### src/rtl/adcscr_pkg.sv
package adcscr_pkg;

	// width of the half period and end gap down-counter
	localparam int TIMER_BITS = 24;

	localparam int HALF_W     = 16;
	localparam int GAP_W      = 24;
	localparam int CFG_IDX_W  = 1;
	localparam int CFG_DATA_W = 24;
	localparam int BITCNT_W   = 5;
	localparam int VALUE_W    = 8;
	localparam int IN_TDATA_W = 8;
	localparam int OUT_TDATA_W = 16;

	localparam logic [BITCNT_W-1:0] CMD_LAST_BIT  = BITCNT_W'(2);
	localparam logic [BITCNT_W-1:0] SAMPLE_FIRST  = BITCNT_W'(1);
	localparam logic [BITCNT_W-1:0] SAMPLE_LAST   = BITCNT_W'(8);
	localparam logic [BITCNT_W-1:0] READ_PULSES   = BITCNT_W'(16);

	localparam logic [HALF_W-1:0] HALF_RESET = HALF_W'(1000);
	localparam logic [GAP_W-1:0]  GAP_RESET  = GAP_W'(250000);

	localparam logic [32:0] TIMER_MAX_W = 33'((64'd1 << TIMER_BITS) - 64'd1);

	typedef logic [TIMER_BITS-1:0] timer_t;

	typedef enum logic [CFG_IDX_W-1:0] {
		REG_HALF_PERIOD = 1'b0,
		REG_END_GAP     = 1'b1
	} cfg_reg_t;

	typedef enum logic [2:0] {
		PH_IDLE  = 3'd0,
		PH_SETUP = 3'd1,
		PH_CDATA = 3'd2,
		PH_CHIGH = 3'd3,
		PH_CLOW  = 3'd4,
		PH_RHIGH = 3'd5,
		PH_RLOW  = 3'd6,
		PH_GAP   = 3'd7
	} phase_t;

	typedef struct packed {
		logic [HALF_W-1:0] half_period_cycles;
		logic [GAP_W-1:0]  end_gap_cycles;
	} cfg_t;

	typedef struct packed {
		logic data_pin;
		logic channel;
		logic start_req;
	} in_item_t;

	typedef struct packed {
		logic [VALUE_W-1:0] value;
		logic               done_res;
		logic               busy_res;
		logic               di_drive;
		logic               di_out;
		logic               sclk;
		logic               cs_n;
	} res_t;

	// reload for one serial half period, zero acts as one
	function automatic timer_t half_load(input logic [HALF_W-1:0] hp);
		timer_t r;
		if (hp == '0)
			r = '0;
		else
			r = timer_t'(hp - HALF_W'(1));
		return r;
	endfunction

	// reload for the end gap, saturating at the counter's largest value
	function automatic timer_t gap_load(input logic [GAP_W-1:0] g);
		logic [GAP_W-1:0] gm1;
		timer_t           r;
		gm1 = g - GAP_W'(1);
		if ({9'b0, gm1} > TIMER_MAX_W)
			r = '1;
		else
			r = timer_t'(gm1);
		return r;
	endfunction

endpackage

### src/rtl/adcscr_cfg.sv
module adcscr_cfg
	import adcscr_pkg::*;
(
	input  logic                  clk,
	input  logic                  arst_n,
	input  logic                  wr_en,
	input  logic [CFG_IDX_W-1:0]  wr_index,
	input  logic [CFG_DATA_W-1:0] wr_data,
	output cfg_t                  cfg
);

	logic [HALF_W-1:0] half_q;
	logic [GAP_W-1:0]  gap_q;

	always_ff @(posedge clk or negedge arst_n) begin
		if (!arst_n) begin
			half_q <= HALF_RESET;
			gap_q  <= GAP_RESET;
		end else if (wr_en) begin
			unique case (cfg_reg_t'(wr_index))
				REG_HALF_PERIOD: half_q <= wr_data[HALF_W-1:0];
				REG_END_GAP:     gap_q  <= wr_data[GAP_W-1:0];
				default:         ;
			endcase
		end
	end

	assign cfg.half_period_cycles = half_q;
	assign cfg.end_gap_cycles     = gap_q;

endmodule

### src/rtl/adcscr_core.sv
module adcscr_core
	import adcscr_pkg::*;
(
	input  logic     clk,
	input  logic     arst_n,
	input  logic     step,
	input  in_item_t item,
	input  cfg_t     cfg,
	output res_t     res
);

	phase_t               phase_q, phase_d;
	logic [BITCNT_W-1:0]  bitcnt_q, bitcnt_d;
	timer_t               timer_q, timer_d;
	logic [VALUE_W-1:0]   shift_q, shift_d;
	logic                 chan_q, chan_d;
	logic [VALUE_W-1:0]   value_q, value_d;
	logic                 done_d;
	logic                 sampling;
	timer_t               hl;

	always_ff @(posedge clk or negedge arst_n) begin
		if (!arst_n) begin
			phase_q  <= PH_IDLE;
			bitcnt_q <= '0;
			timer_q  <= '0;
			shift_q  <= '0;
			chan_q   <= 1'b0;
			value_q  <= '0;
		end else if (step) begin
			phase_q  <= phase_d;
			bitcnt_q <= bitcnt_d;
			timer_q  <= timer_d;
			shift_q  <= shift_d;
			chan_q   <= chan_d;
			value_q  <= value_d;
		end
	end

	assign hl       = half_load(cfg.half_period_cycles);
	assign sampling = (phase_q == PH_RHIGH) && (bitcnt_q >= SAMPLE_FIRST)
		&& (bitcnt_q <= SAMPLE_LAST);

	always_comb begin
		phase_d  = phase_q;
		bitcnt_d = bitcnt_q;
		timer_d  = timer_q;
		shift_d  = shift_q;
		chan_d   = chan_q;
		value_d  = value_q;
		done_d   = 1'b0;
		if (phase_q == PH_IDLE) begin
			if (item.start_req) begin
				chan_d   = item.channel;
				bitcnt_d = '0;
				shift_d  = '0;
				phase_d  = PH_SETUP;
				timer_d  = hl;
			end
		end else if (timer_q != '0) begin
			timer_d = timer_q - timer_t'(1);
		end else begin
			unique case (phase_q)
				PH_SETUP: begin
					phase_d  = PH_CDATA;
					bitcnt_d = '0;
					timer_d  = hl;
				end
				PH_CDATA: begin
					phase_d = PH_CHIGH;
					timer_d = hl;
				end
				PH_CHIGH: begin
					phase_d = PH_CLOW;
					timer_d = hl;
				end
				PH_CLOW: begin
					if (bitcnt_q < CMD_LAST_BIT) begin
						bitcnt_d = bitcnt_q + BITCNT_W'(1);
						phase_d  = PH_CDATA;
					end else begin
						bitcnt_d = '0;
						phase_d  = PH_RHIGH;
					end
					timer_d = hl;
				end
				PH_RHIGH: begin
					if (sampling)
						shift_d = {shift_q[VALUE_W-2:0], item.data_pin};
					phase_d = PH_RLOW;
					timer_d = hl;
				end
				PH_RLOW: begin
					if (bitcnt_q < READ_PULSES) begin
						bitcnt_d = bitcnt_q + BITCNT_W'(1);
						phase_d  = PH_RHIGH;
						timer_d  = hl;
					end else if (cfg.end_gap_cycles == '0) begin
						phase_d  = PH_IDLE;
						bitcnt_d = '0;
						timer_d  = '0;
						value_d  = shift_q;
						done_d   = 1'b1;
					end else begin
						phase_d = PH_GAP;
						timer_d = gap_load(cfg.end_gap_cycles);
					end
				end
				PH_GAP: begin
					phase_d  = PH_IDLE;
					bitcnt_d = '0;
					timer_d  = '0;
					value_d  = shift_q;
					done_d   = 1'b1;
				end
				default: phase_d = PH_IDLE;
			endcase
		end
	end

	// result levels follow the updated state
	always_comb begin
		res.cs_n     = (phase_d == PH_IDLE) || (phase_d == PH_GAP);
		res.sclk     = (phase_d == PH_CHIGH) || (phase_d == PH_RHIGH);
		res.di_out   = 1'b0;
		res.di_drive = 1'b1;
		if (phase_d == PH_CDATA || phase_d == PH_CHIGH || phase_d == PH_CLOW) begin
			res.di_out = (bitcnt_d >= CMD_LAST_BIT) ? chan_d : 1'b1;
		end else if (phase_d == PH_RHIGH || phase_d == PH_RLOW) begin
			if (bitcnt_d == '0)
				res.di_out = chan_d;
			else
				res.di_drive = 1'b0;
		end
		res.busy_res = (phase_d != PH_IDLE);
		res.done_res = done_d;
		res.value    = value_d;
	end

	a_bitcnt_range: assert property (@(posedge clk) disable iff (!arst_n)
		bitcnt_q <= READ_PULSES)
		else $error("bit counter beyond read pulse count");

	a_cmd_bits: assert property (@(posedge clk) disable iff (!arst_n)
		(phase_q == PH_CDATA || phase_q == PH_CHIGH || phase_q == PH_CLOW)
		|-> bitcnt_q <= CMD_LAST_BIT)
		else $error("command bit index out of range");

	a_done_idle: assert property (@(posedge clk) disable iff (!arst_n)
		(step && done_d) |=> (phase_q == PH_IDLE && bitcnt_q == '0))
		else $error("done without return to idle");

	a_hold_no_step: assert property (@(posedge clk) disable iff (!arst_n)
		!step |=> ($stable(phase_q) && $stable(timer_q) && $stable(value_q)))
		else $error("state moved without a step");

endmodule

### src/rtl/adc_serial_channel_read_top.sv
// serial master for a two-channel 8-bit converter (chip select, serial clock,
// one shared data line); one input transfer is one tick of the serial engine
// input stream s_*: each transfer carries start_req, channel and the sampled
// level of the converter's data output; each one yields exactly one result
// output stream m_*: the pin levels and status after that tick plus the last
// converted byte; done_res is high in the one result where the byte is new
// config channel cfg_*: index 0 half period in cycles (16 bit, 0 acts as 1),
// index 1 end gap in cycles (24 bit); cfg_ready is always high, write only
// while the stream is drained
// path: an input transfer lands in the input register; once the result
// register is free or draining, the serial engine runs on it and loads the
// result register, which raises m_tvalid
// throughput: one transfer per cycle while the receiver does not stall; the
// engine update is combinational between the two registers
// receiver stall: the result register holds; the input register still takes
// one more transfer, then s_tready drops until m_tready returns
// reset: engine idle, value zero, no result valid, half period 1000 and
// end gap 250000
module adc_serial_channel_read_top
	import adcscr_pkg::*;
(
	input  logic                   clk,
	input  logic                   arst_n,
	input  logic                   s_tvalid,
	output logic                   s_tready,
	input  logic [IN_TDATA_W-1:0]  s_tdata,   // start_req, channel, data_pin, zero pad
	output logic                   m_tvalid,
	input  logic                   m_tready,
	output logic [OUT_TDATA_W-1:0] m_tdata,   // cs_n, sclk, di_out, di_drive,
	                                          // busy_res, done_res, value[7:0], zero pad
	input  logic                   cfg_valid,
	output logic                   cfg_ready,
	input  logic [CFG_IDX_W-1:0]   cfg_index,
	input  logic [CFG_DATA_W-1:0]  cfg_data
);

	in_item_t in_s1;
	logic     valid_s1;
	res_t     res_q;
	logic     out_valid_q;
	res_t     res_d;
	cfg_t     cfg;
	logic     step;

	// engine runs when an item waits and the result slot is free or draining
	assign step     = valid_s1 && (!out_valid_q || m_tready);
	assign s_tready = !valid_s1 || step;
	assign cfg_ready = 1'b1;

	// input register
	always_ff @(posedge clk or negedge arst_n) begin
		if (!arst_n) begin
			valid_s1 <= 1'b0;
		end else if (s_tready) begin
			valid_s1 <= s_tvalid;
		end
	end

	always_ff @(posedge clk) begin
		if (s_tvalid && s_tready) begin
			in_s1.start_req <= s_tdata[0];
			in_s1.channel   <= s_tdata[1];
			in_s1.data_pin  <= s_tdata[2];
		end
	end

	adcscr_cfg u_cfg (
		.clk      (clk),
		.arst_n   (arst_n),
		.wr_en    (cfg_valid && cfg_ready),
		.wr_index (cfg_index),
		.wr_data  (cfg_data),
		.cfg      (cfg)
	);

	adcscr_core u_core (
		.clk    (clk),
		.arst_n (arst_n),
		.step   (step),
		.item   (in_s1),
		.cfg    (cfg),
		.res    (res_d)
	);

	// result register
	always_ff @(posedge clk or negedge arst_n) begin
		if (!arst_n) begin
			out_valid_q <= 1'b0;
		end else if (step) begin
			out_valid_q <= 1'b1;
		end else if (m_tready) begin
			out_valid_q <= 1'b0;
		end
	end

	always_ff @(posedge clk) begin
		if (step) begin
			res_q <= res_d;
		end
	end

	assign m_tvalid = out_valid_q;
	assign m_tdata  = {{(OUT_TDATA_W - 6 - VALUE_W){1'b0}}, res_q.value, res_q.done_res,
		res_q.busy_res, res_q.di_drive, res_q.di_out, res_q.sclk, res_q.cs_n};

endmodule

### config.mk
export PLATFORM = sky130hd
export DESIGN_NAME = adc_serial_channel_read_top
export DESIGN_NICKNAME = d
export VERILOG_FILES = /design/src/rtl/adcscr_pkg.sv /design/src/rtl/adcscr_cfg.sv /design/src/rtl/adcscr_core.sv /design/src/rtl/adc_serial_channel_read_top.sv
export SDC_FILE = /design/constraint.sdc
export NUM_CORES = 1
export LEC_CHECK = 0
export ABC_CLOCK_PERIOD_IN_PS = 4600
export BUFFER_PORTS_ARGS = -buffer_cell sky130_fd_sc_hd__buf_2
export CORE_MARGIN = 2
export CORE_UTILIZATION = 55
export CTS_BUF_LIST = sky130_fd_sc_hd__clkbuf_8
export DETAILED_ROUTE_END_ITERATION = 8
export HOLD_SLACK_MARGIN = 0.05
export PLACE_DENSITY_LB_ADDON = 0.12
export REMOVE_ABC_BUFFERS = 1
export SLEW_MARGIN = 20
export SYNTH_ARGS = -nofsm -noshare
export SYNTH_HDL_FRONTEND = slang
export SYNTH_SLANG_ARGS = --single-unit
### constraint.sdc
create_clock -name clk -period 4.6 [get_ports clk]
set_clock_uncertainty 0.15 [all_clocks]
set_input_delay 0.92 -clock clk [delete_from_list [all_inputs] [get_ports clk]]
set_output_delay 0.92 -clock clk [all_outputs]
set_load 0.02 [all_outputs]
==> metrics.md, run 1 <==
| Metric | Value |
|---|---|
| DIE AREA | 0.0120 mm^2 |
| Final hold viol count | 0 |
| Setup crit end kind | flip-flop |
| Measured slew at the worst slew-check pin | 1020 ps |
| Filler cells | about 900 |
| Clock buffer count from CTS | 9 |
| LEAKAGE | approximately 2.7 nW |
| Final TNS setup | 0 ps |
| Post-synth EDFFs | 17 |
| Async SR Flop Fraction | 84.3% |
| Sw power | 0.00117 W |
| Yosys warning count | 0 |
| Comb power frac | 35.4% |
| Crit share post-route | 76.4% |
| Dpl hpwl | 9370 um |
| Delay-heaviest family, CP | simple AND/OR/NAND/NOR gates |
| Power density over the cells | 455 mW/mm^2 |
| Seq/Total Area, Yosys | 45.9% |
| Inserted Diodes | 0 |
| Min-Delay Path Class | reg2reg |
| # rows | 38 |
| WP data required | between 4000 and 5000 ps |
| GRT Total Usage | between 20% and 30% |
| Synth area leader | dfrtp_1 |
| Crit start category | flip-flop |
| Int Power | 0.00185 W |
| Post-Synth Simple-Gate Area | 18.9% |
| Vias in the first global route | roughly 4.5k |
| Syn Area/Cell | 9.96 um^2 |
| Reg2Reg Depth | 9 |
| Worst ir drop on vdd | approximately 0.00029 V |
| Pin count of the biggest net entering global routing | 77 |
| Hold path startpoint | u_core.value_q[1]$_DFFE_PN0P_ |
| Adder-cell share of the synthesized area | about 1.2% |
| RD Place Congestion | around 0.87 |
| Clock share of power | approximately 19% |
| Flops & latches, synth | about 110 |
| Core Area | 0.0108 mm^2 |
| Type of the worst setup path | reg2reg |
| Via-to-Cell Ratio | 5.89 |
| Drt first-iter violations | 346 |
| Hold-fix buffers, CTS | 0 |
| Highest Clock Rate | 0.285 GHz |
| FF+latch area | 0.00280 mm^2 |
| IO Pins | 57 |
| Predominant post-synthesis flop cell | dfrtp_1 |
| Slew Limit Fails | 0 |
| Slowest cell on crit path | nand4_1 |
| Largest fanout on the critical path | 10 |
| Max stage delay on crit path | 540 ps |
| CP dominant cell by count | a31oi_1 |
| Layout cell share with drive strength beyond 1 | 22.4% |
| Synth-to-layout area growth | 8.71% |
| Dominant cells by area after synthesis | dfrtp_1, mux2_2, edfxtp_1 |
| Critical path buffers and inverters | 1 |
| # DRC | 0 |
| Relative slew margins | 32.0% |
| R2R Path Start | u_core.timer_q[0]$_DFFE_PN0P_ |
| CTS Buffer Depth | 2 |
| Final core utilization | 61.2% |
| Vias | 4692 |
| Max_cap viols | 0 |
| Initial antenna violation count | 0 |
| Cells after synthesis | 613 |
| Die W | ~110 um |
| First-pass GRT wire length | 22000 um |
| Synth Area in XOR/XNOR | 6.45% |
| Count of input and output buffers | 48 |
| Main combinational cell family by area after synthesis | simple AND/OR/NAND/NOR gates |
| Mux cell area share after synthesis | just under 9% |
| Complex-gate fraction of the synthesized area | 15.1% |
| Worst-Skew Late Latency | 390 ps |
| RSZ-0062 raised after global routing | false |
| Worst Setup SP | u_core.timer_q[0]$_DFFE_PN0P_ |
| Clk Tree Root Cell | clkbuf_8 |
| Starting Density | a little under three fifths |
| Setup-failing EPs final | 0 |
| Crit path depth | 9 |
| Area of the multi-input gates | just over 0.003 mm^2 |
| Synth top area share | 32.0% |
| GRT Residual Overflow | 0 |
| Post-cts sizing count | 0 |
| Antenna viol nets, final | 0 |
| Net count, final | 695 |
| Crit-path cells | inv_1 -> ha_1 -> nor4b_1 -> nand4_1 -> nor2_4 -> a31oi_1 -> nor4_1 -> a31oi_1 -> o32ai_2 |
| CTS sink count | 108 |
| Mapped cell area | 0.00611 mm^2 |
| Die Y | 109 um |
| Status | completed |
| CTS tree | done |
| Reg power frac | 45.1% |
| Critical Path AT | 3570 ps |
| Clock slew at reported path FFs | 100 ps |
| Drt wl/cell | 16.4 um |
| DRT Pass-1 Iters | 5 |
| Synth cell types | 71 |
| Tmin final | 3510 ps |
| # H-tree levels | 3 |
| Postcts setup bufs | 0 |
| Switching share of total power | 38.6% |
| Drt total wl | 13100 um |
| Hold Path Depth | 2 |
## cell usage in the layout (no fill, tap or decap), types with 8 or more instances in the layout
cell type / netlist / layout
o22ai_1: 11 / 11
dfrtp_1: 78 / 78
edfxtp_1: 17 / 17
nand3_1: 11 / 11
buf_2: 3 / 47
o21ai_1: 23 / 23
buf_4: 4 / 8
a22o_1: 10 / 10
dfstp_2: 13 / 13
inv_1: 16 / 17
nand2b_1: 12 / 12
nand2_1: 67 / 67
nor4_1: 13 / 13
nor3_1: 20 / 20
mux2_2: 47 / 47
nor2_1: 40 / 40
o21ai_0: 25 / 25
clkbuf_8: 0 / 9
a21oi_1: 29 / 29
xnor2_1: 26 / 26
xor2_1: 19 / 19
## per-stage QoR
stage	setup slack (ps)	total power [W]	hold slack [ps]	instances	cell area (um^2)
after global placement	1170	0.00241	303	780	6430
after floorplan	1440	0.00213	290	585	5960
after detailed placement	1110	0.00244	311	780	6430
after global routing	796	0.00323	354	796	6640
after CTS	1100	0.00303	336	796	6630
final	1090	0.00302	333	796	6640
## final timing paths
| check | endpoint | slack, ps |
|---|---|---|
| worst max-delay path | m_tdata[2]$_DFFE_PP_ | 1090 |
| worst min-delay path | u_core.value_q[1]$_DFFE_PN0P_ | 330 |
| worst max register to register | m_tdata[2]$_DFFE_PP_ | 1090 |
| worst min register to register | u_core.value_q[1]$_DFFE_PN0P_ | 330 |
| max in group asynchronous | u_cfg.gap_q[16]$_DFFE_PN1P_ | 2910 |
| min in group asynchronous | u_core.value_q[3]$_DFFE_PN0P_ | 520 |
## cell families (layout without fill, tap and decap cells)
family / count (synthesis) / after routing
other: 2 / 3
AND/OR/NAND/NOR: 218 / 218
XOR/XNOR: 45 / 45
multiplexers: 48 / 48
AO/OA/AOI/OAI: 141 / 141
adder cells (fa/ha/maj): 6 / 6
flip-flops: 108 / 108
buffers and inverters: 45 / 87
## layout make-up
class | instances | area share, %
Clock buffer | 9 | 1.87
Clock inverter | 7 | 1.11
Inverter | 16 | 0.905
Multi-Input combinational cell | 461 | 46.8
Sequential cell | 108 | 42.2
Tap cell | 140 | 2.64
Timing Repair Buffer | 55 | 4.45
## per-layer routing
layer / up-vias / global-route usage, % / routed length [um]
met5: - / 0 / 0
met3: 15 / 4.56 / 565
met1: 2266 / 31.9 / 6080
met2: 109 / 38.7 / 6200
li1: 2302 / - / -
met4: 0 / 8.68 / 238
## registers in the layout (all words and copies together) (netlist names)
| name | cells |
|---|---|
| u_core.bitcnt_q | 5 |
| u_core.phase_q | 3 |
| valid_s1 | 1 |
| u_core.timer_q | 24 |
| in_s1 | 3 |
| u_core.chan_q | 1 |
| u_cfg.gap_q | 24 |
| u_cfg.half_q | 16 |
| u_core.shift_q | 8 |
| m_tdata | 14 |
| u_core.value_q | 8 |
| m_tvalid | 1 |
## Yosys cell counts (7+ instances only)
| master | n |
|---|---|
| inv_1 | 16 |
| xor2_1 | 19 |
| nand2b_1 | 12 |
| nor4_1 | 13 |
| nor3_1 | 20 |
| edfxtp_1 | 17 |
| dfstp_2 | 13 |
| o21ai_0 | 25 |
| mux2_2 | 47 |
| a21oi_1 | 29 |
| nor2_1 | 40 |
| clkbuf_1 | 17 |
| o21ai_1 | 23 |
| o22ai_1 | 11 |
| nand2_1 | 67 |
| dfrtp_1 | 78 |
| a22o_1 | 10 |
| or3_1 | 7 |
| or4_1 | 7 |
| nand3_1 | 11 |
| xnor2_1 | 26 |
## worst min-delay path: stages (launching register included)
cell     delay (ps)
dfrtp_1         350
nand2_1          50
nand2_1          50
## power groups by stage
stage                     Clock [W]  Combinational [W]  Sequential (W)
final                      0.000587            0.00107         0.00136
after detailed placement          0            0.00106         0.00138
after floorplan                   0           0.000784         0.00135
after global routing       0.000639            0.00120         0.00139
after global placement            0            0.00104         0.00137
after CTS                  0.000605            0.00106         0.00136
Power figures use the tool's default switching activity.
==> inputs of run 2 (changes only) <==
--- a/config.mk
+++ b/config.mk
@@ -5,7 +5,8 @@
 export SDC_FILE = /design/constraint.sdc
 export NUM_CORES = 1
 export LEC_CHECK = 0
-export ABC_CLOCK_PERIOD_IN_PS = 4600
+export ABC_AREA = 1
+export ABC_CLOCK_PERIOD_IN_PS = 3700
 export BUFFER_PORTS_ARGS = -buffer_cell sky130_fd_sc_hd__buf_2
 export CORE_MARGIN = 2
 export CORE_UTILIZATION = 55
==> constraint.sdc (replaced) <==
create_clock -name clk -period 3.7 [get_ports clk]
set_clock_uncertainty 0.15 [all_clocks]
set_input_delay 0.74 -clock clk [delete_from_list [all_inputs] [get_ports clk]]
set_output_delay 0.74 -clock clk [all_outputs]
set_load 0.02 [all_outputs]
==> run 2 against run 1 <==
Against the previous run:
- maximum frequency grew 29%
- register-to-register slack lost 120 ps
- cell count grew 32%
- clock-buffer cell count is the same
- sequential power grew 33%
- sequential share of layout area shrank 2.4 points
- via count grew 22%
- combinational power grew 57%
- synthesized cell count grew 40%
- flip-flop and latch count is the same
- highest routed layer unchanged
==> metrics.md, run 2 <==
| Metric | Value |
|---|---|
| Count of input and output buffers | 48 (unchanged) |
| Synth top area share | 30.2% (-1.8 points) |
| DR WL met3 | 947 um (+68%) |
| Final TNS setup | 0 ps (unchanged) |
| GRT Total Usage | 25.8% (+2.0 points) |
| Clock buffer count from CTS | 9 (unchanged) |
| IO Pins | 57 (unchanged) |
| Die W | 112 um (+2.8%) |
| Clock share of power | 17.0% (-2.4 points) |
| Int Power | 0.00234 W (+26%) |
| Status | completed |
| Slowest cell on crit path | dfrtp_1 |
| Min-Delay Path Class | in2async |
| GRT Residual Overflow | 0 (unchanged) |
| Largest fanout on the critical path | 6 (-4) |
| Hold-fix buffers, CTS | 0 (unchanged) |
| Layout cell share with drive strength beyond 1 | 15.9% (-6.5 points) |
| Dominant cells by area after synthesis | dfrtp_1, nand2_1, edfxtp_1 |
| Clk Tree Root Cell | clkbuf_8 |
| Die Y | 112 um (+2.8%) |
| Commonest non-fill, non-tap cell in the layout | nand2_1 |
| Antenna viol nets, final | 0 (unchanged) |
| Post-synth EDFFs | 17 (unchanged) |
| Most frequent cells in the layout | nand2_1, inv_1, nor2_1 |
| Flops & latches, synth | 108 (unchanged) |
| Filler cells | 1041 (+13%) |
| Drt wl/cell | 14.7 um (-10%) |
| Metal1 wirelength | 7660 um (+26%) |
| DRT Pass-1 Iters | 5 (unchanged) |
| Predominant post-synthesis flop cell | dfrtp_1 |
| Top flop regs | u_cfg.gap_q: 24 flops, u_core.timer_q: 24 flops, u_cfg.half_q: 16 flops |
| Syn Area/Cell | 7.55 um^2 (-24%) |
| Pre-CTS setup slack | 1000 ps (-107 ps) |
| Vias | 5727 (+22%) |
| CTS sink count | 108 (unchanged) |
| RSZ-0062 raised after global routing | false |
| DP Area | 0.00684 mm^2 (+6.4%) |
| Seq/Total Area, Yosys | 43.3% (-2.6 points) |
| Reg2Reg Depth | 14 (+5) |
| Vias in the first global route | 5419 (+19%) |
| Final worst setup slack | 970 ps (-118 ps) |
| Drt first-iter violations | 403 (+16%) |
| Initial antenna violation count | 0 (unchanged) |
| Postcts setup bufs | 0 (unchanged) |
| Switching share of total power | 44.2% (+5.6 points) |
| LEAKAGE | 3.33 nW (+22%) |
| Starting Density | 56.4% (+0.11 points) |
| Final instance area | 0.00703 mm^2 (+5.9%) |
| Tmin final | 2730 ps (-782 ps) |
| DR WL met2 | 6660 um (+7.6%) |
| Highest Clock Rate | 0.366 GHz (+29%) |
| Async SR Flop Fraction | 84.3% (unchanged) |
| Sw power | 0.00186 W (+59%) |
| Reg-to-reg endpoint | m_tdata[3]$_SDFFCE_PP1P_ |
| # H-tree levels | 3 (unchanged) |
| Pin count of the biggest net entering global routing | 53 (-31%) |
| Drt total wl | 15500 um (+18%) |
| Clock slew at reported path FFs | 110 ps (about the same) |
| Crit share post-route | 73.8% (-2.6 points) |
| Relative slew margins | 38.4% (+6.4 points) |
| Top layer in use | met4 |
| Power density over the cells | 597 mW/mm^2 (+31%) |
| Final hold viol count | 0 (unchanged) |
| CTS Buffer Depth | 2 (unchanged) |
| Slew Limit Fails | 0 (unchanged) |
| RD Place Congestion | 0.910 (+4.3%) |
| Most frequent cells after synthesis | nand2_1, inv_1, nor2_1, dfrtp_1, o21ai_0 |
| Crit-path cells | inv_1 -> ha_1 -> nand2_1 -> nor2_1 -> nand2_1 -> nor2_2 -> nand3_1 -> nand2_2 -> nand3_1 -> nand2_1 -> nand2_1 -> nand2_1 -> nand3_1 -> o21bai_1 |
| WP data required | 3700 ps (-960 ps) |
| Via-to-Cell Ratio | 5.45 (-7.6%) |
| Synth area leader | dfrtp_1 |
| Worst ir drop on vdd | 0.000432 V (+50%) |
| DIE AREA | 0.0126 mm^2 (+5.8%) |
| Reg power frac | 43.1% (-2.0 points) |
| Synth cell types | 54 (-24%) |
| Worst-Skew Late Latency | 400 ps (about the same) |
| Dpl hpwl | 11700 um (+25%) |
| Final core utilization | 61.3% (+0.090 points) |
| Max stage delay on crit path | 440 ps (-100 ps) |
| First-pass GRT wire length | 26000 um (+18%) |
| Post-cts sizing count | 0 (unchanged) |
| Most common cell in the netlist | nand2_1 |
| Crit start category | flip-flop |
| CP dominant cell by count | nand2_1 |
| Cells after synthesis | 857 (+40%) |
| Yosys warning count | 0 (unchanged) |
| # rows | 39 (+2.6%) |
| Mapped cell area | 0.00647 mm^2 (+6.0%) |
| Critical Path AT | 2730 ps (-840 ps) |
| Setup crit end kind | flip-flop |
| Core Area | 0.0115 mm^2 (+5.8%) |
| FF-to-FF setup slack | 970 ps (-120 ps) |
| Comb power frac | 39.9% (+4.5 points) |
| R2R Path Start | u_cfg.gap_q[0]$_DFFE_PN0P_ |
| Max_cap viols | 0 (unchanged) |
| CTS tree | done |
| Type of the worst setup path | reg2reg |
| Setup-failing EPs final | 0 (unchanged) |
| Synth-to-layout area growth | 8.66% (about the same) |
| # DRC | 0 (unchanged) |
| Measured slew at the worst slew-check pin | 921 ps (-96.3 ps) |
| Net count, final | 947 (+36%) |
| Inserted Diodes | 0 (unchanged) |
==> run 2: layout make-up <==
cell class              count  area (um^2)  share of cell area (%)
clock inverters             7         63.8                   0.907
multi-input cells         604         3100                    44.1
clock buffers               9          124                    1.76
inverters                 127          478                    6.80
repair buffers             53          280                    3.99
well taps                 143          179                    2.54
flip-flops and latches    108         2800                    39.9
==> run 2: logic make-up after synthesis <==
| kind of cell | synth area share (%) |
|---|---|
| AOI/OAI and AO/OA | 14.5 |
| xor gates and xnor gates | 4.87 |
| adders and majority gates | 1.16 |
| buffers and inverters | 8.78 |
| DFF | 43.3 |
| muxes | 0.503 |
| other | 0.116 |
| and+or+nand+nor | 26.8 |
==> run 2: worst max path at each step <==
stage	startpoint	endpoint	slack [ps]
final	u_cfg.gap_q[0]$_DFFE_PN0P_	m_tdata[3]$_SDFFCE_PP1P_	970
after global routing	u_cfg.gap_q[0]$_DFFE_PN0P_	m_tdata[3]$_SDFFCE_PP1P_	720
after CTS	u_cfg.gap_q[0]$_DFFE_PN0P_	m_tdata[3]$_SDFFCE_PP1P_	970
after detailed placement	u_cfg.gap_q[0]$_DFFE_PN0P_	m_tdata[3]$_SDFFCE_PP1P_	1000
after global placement	u_cfg.gap_q[0]$_DFFE_PN0P_	m_tdata[2]$_DFFE_PP_	1080
after floorplan	m_tready	u_core.timer_q[7]$_DFFE_PN0P_	910
==> run 2: per-stage QoR <==
stage	power (W)	cells	hold WS (ps)
CTS	0.00421	1051	213
global placement	0.00344	1035	318
global route	0.00452	1051	243
floorplan	0.00301	839	294
finish	0.00420	1051	207
detailed placement	0.00349	1035	321
==> run 2: power groups by stage <==
| stage | clock (W) | sequential, W | combinational, W |
|---|---|---|---|
| 2_1_floorplan | 0 | 0.00182 | 0.00119 |
| 3_3_place_gp | 0 | 0.00181 | 0.00163 |
| 3_5_place_dp | 0 | 0.00182 | 0.00166 |
| 4_1_cts | 0.000741 | 0.00180 | 0.00167 |
| 5_1_grt | 0.000772 | 0.00185 | 0.00190 |
| 6_report | 0.000715 | 0.00181 | 0.00168 |
==> run 2: layer usage <==
layer | vias to the layer above | GRT usage, %
met1 | 2675 | 38.4
met3 | 13 | 5.67
met2 | 170 | 38.3
li1 | 2869 | -
met5 | - | 0
met4 | 0 | 7.15
==> run 2: worst max-delay path: cells and delay by family, from the launching register on <==
family                     cells  cell delay [ps]
buffers and inverters          1              120
adders and majority gates      1              230
DFF                            1              440
and+or+nand+nor               11             1380
AOI/OAI and AO/OA              1              180
==> inputs of run 3 (changes only) <==
--- a/config.mk
+++ b/config.mk
@@ -6,7 +6,7 @@
 export NUM_CORES = 1
 export LEC_CHECK = 0
 export ABC_AREA = 1
-export ABC_CLOCK_PERIOD_IN_PS = 3700
+export ABC_CLOCK_PERIOD_IN_PS = 2300
 export BUFFER_PORTS_ARGS = -buffer_cell sky130_fd_sc_hd__buf_2
 export CORE_MARGIN = 2
 export CORE_UTILIZATION = 55
==> constraint.sdc (replaced) <==
create_clock -name clk -period 2.3 [get_ports clk]
set_clock_uncertainty 0.15 [all_clocks]
set_input_delay 0.46 -clock clk [delete_from_list [all_inputs] [get_ports clk]]
set_output_delay 0.46 -clock clk [all_outputs]
set_load 0.02 [all_outputs]
==> run 3 against run 2 <==
Against the previous run:
- the flow now finishes with violations (negative setup slack)
- global-route usage grew 1.5 points
- combinational power grew 120%
- die area is the same
- cell area grew 15%
- maximum frequency grew 17%
==> metrics.md, run 3 (same netlist as run 2, synthesis figures left out) <==
| Metric | Value |
|---|---|
| Status | finished, violations left |
| Violated checks | negative setup slack |
| Antenna viol nets, final | 0 (unchanged) |
| CTS sink count | 108 (unchanged) |
| Drt first-iter violations | 459 (+14%) |
| IO Pins | 57 (unchanged) |
| Clk Tree Root Cell | clkbuf_8 |
| Via-to-Cell Ratio | 5.36 (-1.7%) |
| Drt total wl | 17100 um (+11%) |
| Vias | 6113 (+6.7%) |
| Slowest cell on crit path | dfrtp_1 |
| RD Place Congestion | 0.906 (-0.44%) |
| Dpl hpwl | 12700 um (+8.9%) |
| RSZ-0062 raised after global routing | true |
| Slew Limit Fails | 0 (unchanged) |
| Highest Clock Rate | 0.428 GHz (+17%) |
| R2R Path Start | u_core.timer_q[7]$_DFFE_PN0P_ |
| Worst ir drop on vdd | 0.000944 V (+120%) |
| Initial antenna violation count | 0 (unchanged) |
| Measured slew at the worst slew-check pin | 535 ps (-386 ps) |
| Pin count of the biggest net entering global routing | 40 (-25%) |
| Final hold slack | 86.9 ps (-120 ps) |
| Crit share post-route | 101% (+28 points) |
| # H-tree levels | 3 (unchanged) |
| Critical Path AT | 2330 ps (-400 ps) |
| Final hold viol count | 0 (unchanged) |
| Final worst setup slack | -34.0 ps (-1000 ps) |
| Count of input and output buffers | 48 (unchanged) |
| Max stage delay on crit path | 430 ps (about the same) |
| Largest fanout on the critical path | 6 (unchanged) |
| CTS tree | done |
| Most frequent cells in the layout | nand2_1, inv_1, nor2_1 |
| Inserted Diodes | 0 (unchanged) |
| Layout cell share with drive strength beyond 1 | 29.3% (+13 points) |
| Crit start category | flip-flop |
| Delay-heaviest family, CP | simple AND/OR/NAND/NOR gates |
| Setup-failing EPs final | 1 (+1) |
| Worst Setup SP | u_core.timer_q[7]$_DFFE_PN0P_ |
| Setup crit end kind | flip-flop |
| LEAKAGE | 3.83 nW (+15%) |
| Crit-path cells | nor2_1 -> nand3_1 -> nor2_4 -> nand3_4 -> a21oi_2 -> nand2_1 -> nand2_2 -> nand3_4 -> o21bai_1 |
| Clock buffer count from CTS | 9 (unchanged) |
| DRT Pass-1 Iters | 5 (unchanged) |
| Max_cap viols | 0 (unchanged) |
| CP dominant cell by count | nand3_4 |
| Synth-to-layout area growth | 24.6% |
| Worst-Skew Late Latency | 400 ps (about the same) |
| # DRC | 0 (unchanged) |
| Type of the worst setup path | reg2reg |
| Critical path buffers and inverters | 0 (-1) |
| GRT Total Usage | 27.3% (+1.5 points) |
| Min-Delay Path Class | in2reg |
| Filler cells | 942 (-9.5%) |
| FF+latch area | 0.00281 mm^2 (+0.22%) |
| First-pass GRT wire length | 27600 um (+6.2%) |
| Commonest non-fill, non-tap cell in the layout | nand2_1 |
| Final core utilization | 70.3% (+9.0 points) |
| Top flop regs | u_cfg.gap_q: 24 flops, u_core.timer_q: 24 flops, u_cfg.half_q: 16 flops |
| Clock slew at reported path FFs | 100 ps (about the same) |
| Die W | 112 um (unchanged) |
| Core Area | 0.0115 mm^2 (unchanged) |
| Drt wl/cell | 15.0 um (+1.8%) |
| Vias in the first global route | 5778 (+6.6%) |
| Power density over the cells | 951 mW/mm^2 (+59%) |
| CTS Buffer Depth | 2 (unchanged) |
| GRT Residual Overflow | 0 (unchanged) |
| Starting Density | 56.4% (unchanged) |
| DIE AREA | 0.0126 mm^2 (unchanged) |
| Net count, final | 1037 (+9.5%) |
| # rows | 39 (unchanged) |
| Relative slew margins | 64.0% (+26 points) |
| Hold path startpoint | s_tdata[2] |
| Die Y | 112 um (unchanged) |
| Tmin final | 2330 ps (-396 ps) |
| Area of the multi-input gates | 0.00342 mm^2 (+10%) |
| WP data required | 2290 ps (-1410 ps) |
## run 3: cell type report
type,count,area share (%)
Sequential cell,108,34.8
Multi-Input combinational cell,604,42.4
Clock inverter,6,0.558
Inverter,127,6.10
Tap cell,143,2.22
Timing Repair Buffer,143,12.2
Clock buffer,10,1.71
## run 3: repair_timing
item                                    in CTS  in global routing
endpoints found under the setup margin      36                 52
hold buffers                                 1                  0
gates resized for setup                     12                 84
setup buffers                                0                 19
pin swaps                                    3                 26
endpoints found under the hold margin       29                  0
## run 3: per-stage QoR
step	instance area [um^2]	setup TNS, ps	power [W]	setup WS, ps	instances
after floorplan	6380	-1250	0.00484	-211	839
after global placement	7380	-113	0.00587	-44.6	1105
after detailed placement	7380	-1060	0.00599	-121	1105
after CTS	7620	-0.401	0.00718	-0.401	1122
after global routing	8070	-959	0.00818	-125	1141
final	8070	-34.0	0.00767	-34.0	1141
## run 3: worst paths after layout
check | endpoint | slack [ps] | depth (start not counted)
max | m_tdata[3]$_SDFFCE_PP1P_ | -30 | 9
min | in_s1[2]$_DFFE_PP_ | 90 | 1
max reg2reg | m_tdata[3]$_SDFFCE_PP1P_ | -30 | 9
min reg2reg | u_core.shift_q[6]$_DFFE_PN0P_ | 350 | 2
max in group asynchronous | u_cfg.gap_q[12]$_DFFE_PN1P_ | 940 | 3
min in group asynchronous | u_core.timer_q[8]$_DFFE_PN0P_ | 430 | 2
## run 3: metal layers
| metal | up-vias | wire length [um] | global-route usage, % |
|---|---|---|---|
| met5 | - | 0 | 0 |
| met4 | 0 | 338 | 8.86 |
| met3 | 27 | 1160 | 5.35 |
| met2 | 206 | 7620 | 41.2 |
| met1 | 2820 | 7990 | 39.8 |
| li1 | 3060 | - | - |
## run 3: where the power goes
group          switching (W)  internal, W  total (W)
combinational        0.00227      0.00140    0.00367
sequential          0.000395      0.00248    0.00288
clock               0.000687     0.000435    0.00112
